### config.mk
export PLATFORM = sky130hd
export DESIGN_NAME = gated_trimmed_mean_sampler
export DESIGN_NICKNAME = d
export VERILOG_FILES = /design/src/rtl/gtms_pkg.sv /design/src/rtl/gated_trimmed_mean_sampler.sv
export SDC_FILE = /design/constraint.sdc
export NUM_CORES = 1
export LEC_CHECK = 0
export ABC_AREA = 1
export BUFFER_PORTS_ARGS = -buffer_cell sky130_fd_sc_hd__buf_2
export CAP_MARGIN = 20
export CORE_ASPECT_RATIO = 1.4
export CORE_MARGIN = 3
export CORE_UTILIZATION = 55
export DETAILED_ROUTE_END_ITERATION = 8
export PLACE_DENSITY = 0.74
export SLEW_MARGIN = 20
export SYNTH_ARGS = -nofsm -noshare
export SYNTH_HDL_FRONTEND = slang
export SYNTH_SLANG_ARGS = --single-unit
### constraint.sdc
create_clock -name clk -period 6.3 [get_ports clk]
set_input_delay 0.63 -clock clk [delete_from_list [all_inputs] [get_ports clk]]
set_output_delay 0.63 -clock clk [all_outputs]
set_load 0.01 [all_outputs]
### src/rtl/gtms_pkg.sv
// Shared types and constants for the gated trimmed-mean sampler.
// Used by gated_trimmed_mean_sampler; no dependencies.
`timescale 1ns / 1ps
`default_nettype none

package gtms_pkg;

  localparam int CfgAddrW  = 3;
  localparam int CfgDataW  = 10;
  localparam int ThreshW   = 10;
  localparam int NeedW     = 6;
  localparam int CountW    = 10;
  localparam int ShiftW    = 3;
  localparam int ValueW    = 16;
  localparam int StatusW   = 2;
  localparam int OutDataW  = 24;

  typedef enum logic [StatusW-1:0] {
    STATUS_OK        = 2'd0,
    STATUS_MISSES    = 2'd1,
    STATUS_EXHAUSTED = 2'd2
  } status_t;

  typedef enum logic [CfgAddrW-1:0] {
    REG_THRESHOLD      = 3'd0,
    REG_SAMPLES_NEEDED = 3'd1,
    REG_MISS_LIMIT     = 3'd2,
    REG_ATTEMPT_LIMIT  = 3'd3,
    REG_RESULT_SHIFT   = 3'd4
  } cfg_reg_t;

  localparam logic [ThreshW-1:0] ThresholdRst    = 10'd3;
  localparam logic [NeedW-1:0]   SamplesNeedRst  = 6'd21;
  localparam logic [CountW-1:0]  MissLimitRst    = 10'd900;
  localparam logic [CountW-1:0]  AttemptLimitRst = 10'd1000;
  localparam logic [ShiftW-1:0]  ResultShiftRst  = 3'd2;
  localparam logic [CountW-1:0]  CountMax        = 10'd1023;

endpackage

`default_nettype wire

### src/rtl/gated_trimmed_mean_sampler.sv
// Gated trimmed-mean sampler: gates attempts on trigger samples, tracks min/max/sum
// and emits (sum - min - max) >> shift or a failure status. Depends on gtms_pkg.
//
// Usage:
//   Input words (in_*) carry one attempt: trigger before, data sample, trigger after.
//   Result words (out_*) carry the value and a status (ok, too many misses,
//   attempts exhausted); an attempt yields zero or one result word.
//   cfg_we/cfg_addr/cfg_wdata write the five control registers; the user must write
//   them only while idle, since the block has no check of its own for this.
//   An accepted word enters the input register; its result, if any, goes to the
//   result register. Throughput: one attempt per cycle unless the output stalls;
//   all gating, min/max, sum and trim logic is combinational between the two registers.
//   Stall: while a result word is held unaccepted, the input register does not
//   advance and in_tready drops once it is full; nothing is lost or repeated.
//   Reset (rst_n low, synchronous): registers return to their defaults
//   (threshold 3, 21 samples, miss limit 900, attempt limit 1000, shift 2),
//   the measurement clears and both channels empty.
//   Every result, good or failed, clears the measurement state.
`timescale 1ns / 1ps
`default_nettype none

module gated_trimmed_mean_sampler #(
  parameter int SAMPLE_BITS = 10
) (
  input  wire                                 clk,
  input  wire                                 rst_n,
  // trigger_before, data_sample, trigger_after (SAMPLE_BITS each), zero pad
  input  wire  [((3*SAMPLE_BITS+7)/8)*8-1:0]  in_tdata,
  input  wire                                 in_tvalid,
  output logic                                in_tready,
  // value [15:0], status [17:16], zero pad
  output logic [gtms_pkg::OutDataW-1:0]       out_tdata,
  output logic                                out_tvalid,
  input  wire                                 out_tready,
  input  wire                                 cfg_we,
  input  wire  [gtms_pkg::CfgAddrW-1:0]       cfg_addr,
  input  wire  [gtms_pkg::CfgDataW-1:0]       cfg_wdata
);

  import gtms_pkg::*;

  localparam int SB   = SAMPLE_BITS;
  localparam int CW   = (SB > ThreshW) ? SB : ThreshW;
  localparam int SUMW = SB + NeedW;
  localparam int VW   = (SUMW > ValueW) ? SUMW : ValueW;
  localparam int INW  = ((3*SB+7)/8)*8;
  localparam logic [SB-1:0] SampleMask = {SB{1'b1}};

  // configuration
  logic [ThreshW-1:0] threshold_r;
  logic [NeedW-1:0]   samples_needed_r;
  logic [CountW-1:0]  miss_limit_r;
  logic [CountW-1:0]  attempt_limit_r;
  logic [ShiftW-1:0]  result_shift_r;

  always_ff @(posedge clk) begin
    if (!rst_n) begin
      threshold_r      <= ThresholdRst;
      samples_needed_r <= SamplesNeedRst;
      miss_limit_r     <= MissLimitRst;
      attempt_limit_r  <= AttemptLimitRst;
      result_shift_r   <= ResultShiftRst;
    end else if (cfg_we) begin
      unique case (cfg_addr)
        REG_THRESHOLD:      threshold_r      <= cfg_wdata[ThreshW-1:0];
        REG_SAMPLES_NEEDED: samples_needed_r <= cfg_wdata[NeedW-1:0];
        REG_MISS_LIMIT:     miss_limit_r     <= cfg_wdata[CountW-1:0];
        REG_ATTEMPT_LIMIT:  attempt_limit_r  <= cfg_wdata[CountW-1:0];
        REG_RESULT_SHIFT:   result_shift_r   <= cfg_wdata[ShiftW-1:0];
        default: ;
      endcase
    end
  end

  // input register
  logic          in_valid_r;
  logic [SB-1:0] trig_a_r, data_r, trig_b_r;
  logic          advance;

  assign advance   = in_valid_r && (!out_tvalid || out_tready);
  assign in_tready = !in_valid_r || advance;

  always_ff @(posedge clk) begin
    if (!rst_n) begin
      in_valid_r <= 1'b0;
    end else if (in_tready) begin
      in_valid_r <= in_tvalid;
    end
  end

  always_ff @(posedge clk) begin
    if (in_tvalid && in_tready) begin
      trig_a_r <= in_tdata[SB-1:0];
      data_r   <= in_tdata[2*SB-1:SB];
      trig_b_r <= in_tdata[3*SB-1:2*SB];
    end
  end

  // measurement state
  logic [CountW-1:0] attempt_r, miss_r;
  logic [NeedW-1:0]  accepted_r;
  logic [SB-1:0]     min_r, max_r;
  logic [SUMW-1:0]   sum_r;

  logic [CountW-1:0] attempt_nxt, miss_nxt;
  logic [NeedW-1:0]  accepted_nxt, need;
  logic [SB-1:0]     min_nxt, max_nxt;
  logic [SUMW-1:0]   sum_nxt;
  logic [CW-1:0]     thr_x, trig_a_x, trig_b_x;
  logic              is_miss, take, done, exhaust, emit;
  logic [SB:0]       drop;
  logic [VW-1:0]     trimmed, shifted;
  logic [ValueW-1:0] value_res;
  status_t           status_res;

  always_comb begin
    thr_x    = CW'(threshold_r);
    trig_a_x = CW'(trig_a_r);
    trig_b_x = CW'(trig_b_r);
    need     = (samples_needed_r == '0) ? NeedW'(1) : samples_needed_r;

    attempt_nxt  = (attempt_r == CountMax) ? attempt_r : attempt_r + CountW'(1);
    is_miss      = trig_a_x >= thr_x;
    take         = !is_miss && (trig_b_x <= thr_x);
    miss_nxt     = (is_miss && miss_r != CountMax) ? miss_r + CountW'(1) : miss_r;
    accepted_nxt = take ? accepted_r + NeedW'(1) : accepted_r;
    min_nxt      = (take && data_r < min_r) ? data_r : min_r;
    max_nxt      = (take && data_r > max_r) ? data_r : max_r;
    sum_nxt      = take ? sum_r + SUMW'(data_r) : sum_r;
    done         = take && (accepted_nxt >= need);
    exhaust      = attempt_nxt >= attempt_limit_r;

    drop    = (SB+1)'(min_nxt) + (SB+1)'(max_nxt);
    trimmed = (VW'(sum_nxt) > VW'(drop)) ? VW'(sum_nxt) - VW'(drop) : '0;
    shifted = trimmed >> result_shift_r;

    emit       = 1'b0;
    value_res  = '0;
    status_res = STATUS_OK;
    priority if (is_miss && miss_nxt > miss_limit_r) begin
      emit       = 1'b1;
      status_res = STATUS_MISSES;
    end else if (done) begin
      emit      = 1'b1;
      value_res = (|(shifted >> ValueW)) ? {ValueW{1'b1}} : shifted[ValueW-1:0];
    end else if (exhaust) begin
      emit       = 1'b1;
      status_res = STATUS_EXHAUSTED;
    end
  end

  always_ff @(posedge clk) begin
    if (!rst_n || (advance && emit)) begin
      attempt_r  <= '0;
      miss_r     <= '0;
      accepted_r <= '0;
      min_r      <= SampleMask;
      max_r      <= '0;
      sum_r      <= '0;
    end else if (advance) begin
      attempt_r  <= attempt_nxt;
      miss_r     <= miss_nxt;
      accepted_r <= accepted_nxt;
      min_r      <= min_nxt;
      max_r      <= max_nxt;
      sum_r      <= sum_nxt;
    end
  end

  // result register
  always_ff @(posedge clk) begin
    if (!rst_n) begin
      out_tvalid <= 1'b0;
    end else if (!out_tvalid || out_tready) begin
      out_tvalid <= advance && emit;
    end
  end

  always_ff @(posedge clk) begin
    if (advance && emit) begin
      out_tdata <= {{(OutDataW-ValueW-StatusW){1'b0}}, status_res, value_res};
    end
  end

  logic unused_pad;
  assign unused_pad = ^{1'b0, in_tdata[INW-1:3*SB-1]};

endmodule

`default_nettype wire

==> flow_metrics.tcl <==
set metrics [dict create \
    status "completed" \
    top_layer_used "met4" \
    timing.final.crit_share 0.9175 \
    intPower_uw 1903 \
    detailed_place.area_sq_um 10520 \
    grt_pass1_wl_um 39680 \
    end_point_of_the_worst_hold_path "trig_a_r[9]" \
    ys_seq_area_frac 0.3486 \
    cts_tree "built" \
    timing.slew.headroom 0.3366 \
    ys_ff_latch 151 \
    antenna_violating_nets_post_route 0 \
    first_global_vias 8816 \
    end_kind "register" \
    chipWidth_um 120.3 \
    final_hold_slack_ns 0.3775 \
    antenna_cells 0 \
    drt_pre_antenna_iters 5 \
    ys_dominant_reg_cell "sky130_fd_sc_hd__dfxtp_1" \
    routedLengthMet1_um 9410 \
    r2r_end "out_tdata[7]" \
    clk_latency_ns 0.43 \
    crit_arrival_ns 5.96 \
    finalWeightedCongestion 0.9138 \
    grt_start_max_net_pins 65 \
    worst_r2r_startpoint "thr_x[5]" \
    combPwrFrac 0.290 \
    dominant_delay_contributor_by_cell_family_on_the_critical_path "simple AND/OR/NAND/NOR gates" \
    rows 57 \
    p_sw_frac 0.3430 \
    r2r.worst_path.cells 32 \
    dp_worst_setup_slack_ns 0.2869 \
    flow.area_growth_from_synthesis_pct 11.07 \
    setup_tns_ns 0 \
    count_of_synthesis_stage_warnings_from_yosys 0 \
    route.final.wire_length_um 23780 \
    cts-buffers-inserted 17 \
    final.fill_count 1635 \
    setup_ws_ns 0.5197 \
    route.met3.wl_um 924 \
    worst-slew-pin-transition_ns 0.9875 \
    grt.total_usage 0.2410 \
    routed_via_density 5.420 \
    wire_per_inst_um 14.19 \
    cpMaxStageDelayCell "sky130_fd_sc_hd__ha_1" \
    maxClockFrequency_ghz 0.1730 \
    hold_violations 0 \
    max_h_tree_level 4 \
    max_cap_viol_count 0 \
    timing.final.crit_period_ns 5.780 \
    setup-violations-final 0 \
    numPortBuffers 67 \
    tritoncts_num_sinks 151 \
    path_class "reg2reg" \
    synth-edff-count 48 \
    worst_hold_startpoint "in_tdata[9]" \
    power.share.clock 0.339 \
    synthDistinctLibCells 47 \
    route.met2.wl_um 12700 \
    seqPwrFrac 0.371 \
    worstSetupStartpointType "register" \
    global_route.overflow_total 0 \
    initialDrtViolationCount 605 \
    power.static_leakage_uw 0.005219 \
    cell_mode_on_critical_path "sky130_fd_sc_hd__nand2_1" \
    cts_buffer_depth 2 \
    cp.buffers_inverters 3 \
    worst_hold_path.num_cells 1 \
    vias 9084 \
    asyncSetResetFlopFracSynth 0 \
    fp.dieArea_sq_um 19960 \
    design.core.area_sq_um 17620 \
    cts_root_buf "sky130_fd_sc_hd__clkbuf_16" \
    crit_fanout 23 \
    hold_path.class "in2reg" \
    finish.instance_area_sq_um 11160 \
    post_synth.cell_area_avg_sq_um 7.315 \
    post-dp-hpwl_um 17690 \
    multi_input_area_sq_um 5609 \
    vdd_ir_drop_max_uv 175.6 \
    post_route_cells_drive_above_1_share 0.09931 \
    nets 1580 \
    initial_util 0.5706 \
    cellPowerDensity_nw_per_um2 259.5 \
    finalClockSkew_ns 0.01013 \
    utilization 0.6337 \
    io-pin-count 76 \
    dieHeight_um 166.0 \
    mappedNetlistArea_sq_um 10050 \
    cpPeakStageDelay_ns 0.40 \
    netlist_instances 1374 \
    worst_setup_hold_path_clk_slew_ns 0.06 \
    remaining_drc_errors 0 \
    antenna_found_initial 0 \
    sequential_cell_area_sq_um 3503 \
    slew_viol_final 0 \
    crit_required_ns 6.48 \
    netSwitchingPower_uw 993.5 \
    minimum_setup_slack_among_reg_to_reg_paths_ns 0.52 \
]
## cells in the mapped netlist, types with 2 or more instances
cell type | count | area, sq um
sky130_fd_sc_hd__nand2_2 | 9 | 56.30
sky130_fd_sc_hd__buf_6 | 3 | 33.78
sky130_fd_sc_hd__clkbuf_1 | 30 | 112.6
sky130_fd_sc_hd__fa_1 | 3 | 60.06
sky130_fd_sc_hd__nand3_1 | 100 | 500.5
sky130_fd_sc_hd__o2111ai_1 | 2 | 17.52
sky130_fd_sc_hd__nand4_1 | 17 | 106.4
sky130_fd_sc_hd__edfxtp_1 | 48 | 1441
sky130_fd_sc_hd__o211ai_1 | 23 | 172.7
sky130_fd_sc_hd__buf_4 | 6 | 45.04
sky130_fd_sc_hd__a211oi_1 | 18 | 135.1
sky130_fd_sc_hd__clkinv_1 | 2 | 7.510
sky130_fd_sc_hd__nand3b_1 | 3 | 22.52
sky130_fd_sc_hd__o21ai_1 | 6 | 30.03
sky130_fd_sc_hd__inv_2 | 3 | 11.26
sky130_fd_sc_hd__o21bai_1 | 5 | 37.54
sky130_fd_sc_hd__o21ai_0 | 66 | 330.3
sky130_fd_sc_hd__xor2_1 | 29 | 254.0
sky130_fd_sc_hd__a31oi_1 | 5 | 31.28
sky130_fd_sc_hd__a21oi_1 | 126 | 630.6
sky130_fd_sc_hd__nand2_1 | 312 | 1171
sky130_fd_sc_hd__a21o_1 | 2 | 15.01
sky130_fd_sc_hd__inv_1 | 197 | 739.5
sky130_fd_sc_hd__ha_1 | 100 | 1251
sky130_fd_sc_hd__a21oi_2 | 2 | 17.52
sky130_fd_sc_hd__buf_2 | 8 | 40.04
sky130_fd_sc_hd__dfxtp_1 | 103 | 2062
sky130_fd_sc_hd__nor3_1 | 5 | 25.02
sky130_fd_sc_hd__nand3_2 | 3 | 30.03
sky130_fd_sc_hd__nor2_2 | 4 | 25.02
sky130_fd_sc_hd__xnor2_1 | 11 | 96.34
sky130_fd_sc_hd__nor4_1 | 7 | 43.79
sky130_fd_sc_hd__nor2_1 | 102 | 382.9
## flip-flops by register name (all words and copies together) (netlist names)
register	flops
max_r	10
in_valid_r	1
attempt_r	10
trig_b_r	10
samples_needed_r	6
miss_limit_r	10
trig_a_r	10
thr_x	10
miss_r	10
min_r	10
accepted_r	6
out_tdata	18
out_tvalid	1
sum_r	16
data_r	10
attempt_limit_r	10
result_shift_r	3
## area by class of cell
class | count | share of cell area
multi-input cells | 978 | 0.5025
clock buffers | 23 | 0.04483
well taps | 236 | 0.02645
clock inverters | 9 | 0.005940
repair buffers | 77 | 0.03856
flip-flops and latches | 151 | 0.3138
inverters | 202 | 0.06792
## cell usage in the layout, fill, tap and decap left out, types with 17 or more instances in the layout
master / synthesis / routed
sky130_fd_sc_hd__a211oi_1: 18 / 17
sky130_fd_sc_hd__dfxtp_1: 103 / 103
sky130_fd_sc_hd__o211ai_1: 23 / 23
sky130_fd_sc_hd__ha_1: 100 / 100
sky130_fd_sc_hd__nand2_1: 312 / 310
sky130_fd_sc_hd__nand3_1: 100 / 100
sky130_fd_sc_hd__nor2_1: 102 / 102
sky130_fd_sc_hd__a21oi_1: 126 / 125
sky130_fd_sc_hd__xor2_1: 29 / 29
sky130_fd_sc_hd__buf_2: 8 / 67
sky130_fd_sc_hd__nand4_1: 17 / 17
sky130_fd_sc_hd__edfxtp_1: 48 / 48
sky130_fd_sc_hd__o21ai_0: 66 / 62
sky130_fd_sc_hd__inv_1: 197 / 194
sky130_fd_sc_hd__clkbuf_16: 0 / 19
## cell families after synthesis
| logic type | count (synthesis) | share of synthesized area |
|---|---|---|
| AO/OA/AOI/OAI | 259 | 0.1443 |
| adder cells (fa/ha/maj) | 103 | 0.1305 |
| buffers and inverters | 250 | 0.09884 |
| other | 1 | 0.0003731 |
| AND/OR/NAND/NOR | 569 | 0.2416 |
| XOR/XNOR | 40 | 0.03486 |
| flip-flops | 151 | 0.3486 |
| multiplexers | 1 | 0.0009959 |
## power groups by stage
stage	clock (uW)	sequential [uW]	combinational, uW
2_1_floorplan	0	1080	651
3_3_place_gp	0	1100	797
3_5_place_dp	0	1100	814
4_1_cts	1000	1080	823
5_1_grt	1040	1080	962
6_report	982	1070	840
## per-stage QoR
| step | power (uW) | cells |
|---|---|---|
| 6_report | 2896 | 1676 |
| 5_1_grt | 3081 | 1676 |
| 4_1_cts | 2899 | 1673 |
| 3_5_place_dp | 1911 | 1641 |
| 3_3_place_gp | 1892 | 1641 |
| 2_1_floorplan | 1735 | 1379 |
## how the worst max path moves through the flow
stage / start / end / slack [ns] / depth (start not counted)
6_report: thr_x[5] / out_tdata[7] / 0.52 / 32
5_1_grt: data_r[5] / out_tdata[4] / -0.03 / 34
4_1_cts: thr_x[9] / out_tdata[1] / 0.14 / 32
3_5_place_dp: thr_x[9] / out_tdata[1] / 0.29 / 32
3_3_place_gp: trig_a_r[9] / out_tdata[1] / 0.40 / 31
2_1_floorplan: trig_b_r[9] / out_tdata[11] / 1.28 / 31
## per-layer routing
| metal | track usage | vias up |
|---|---|---|
| li1 | - | 4647 |
| met1 | 0.2591 | 4202 |
| met2 | 0.4599 | 183 |
| met3 | 0.04157 | 52 |
| met4 | 0.09517 | 0 |
| met5 | 0 | - |
## what timing repair did
item                                    4_1_cts  5_1_grt
setup buffers                                 0        2
resized for setup                             0       12
endpoints found under the setup margin        0       16
hold buffers                                  0        0
Power figures use the tool's default switching activity.
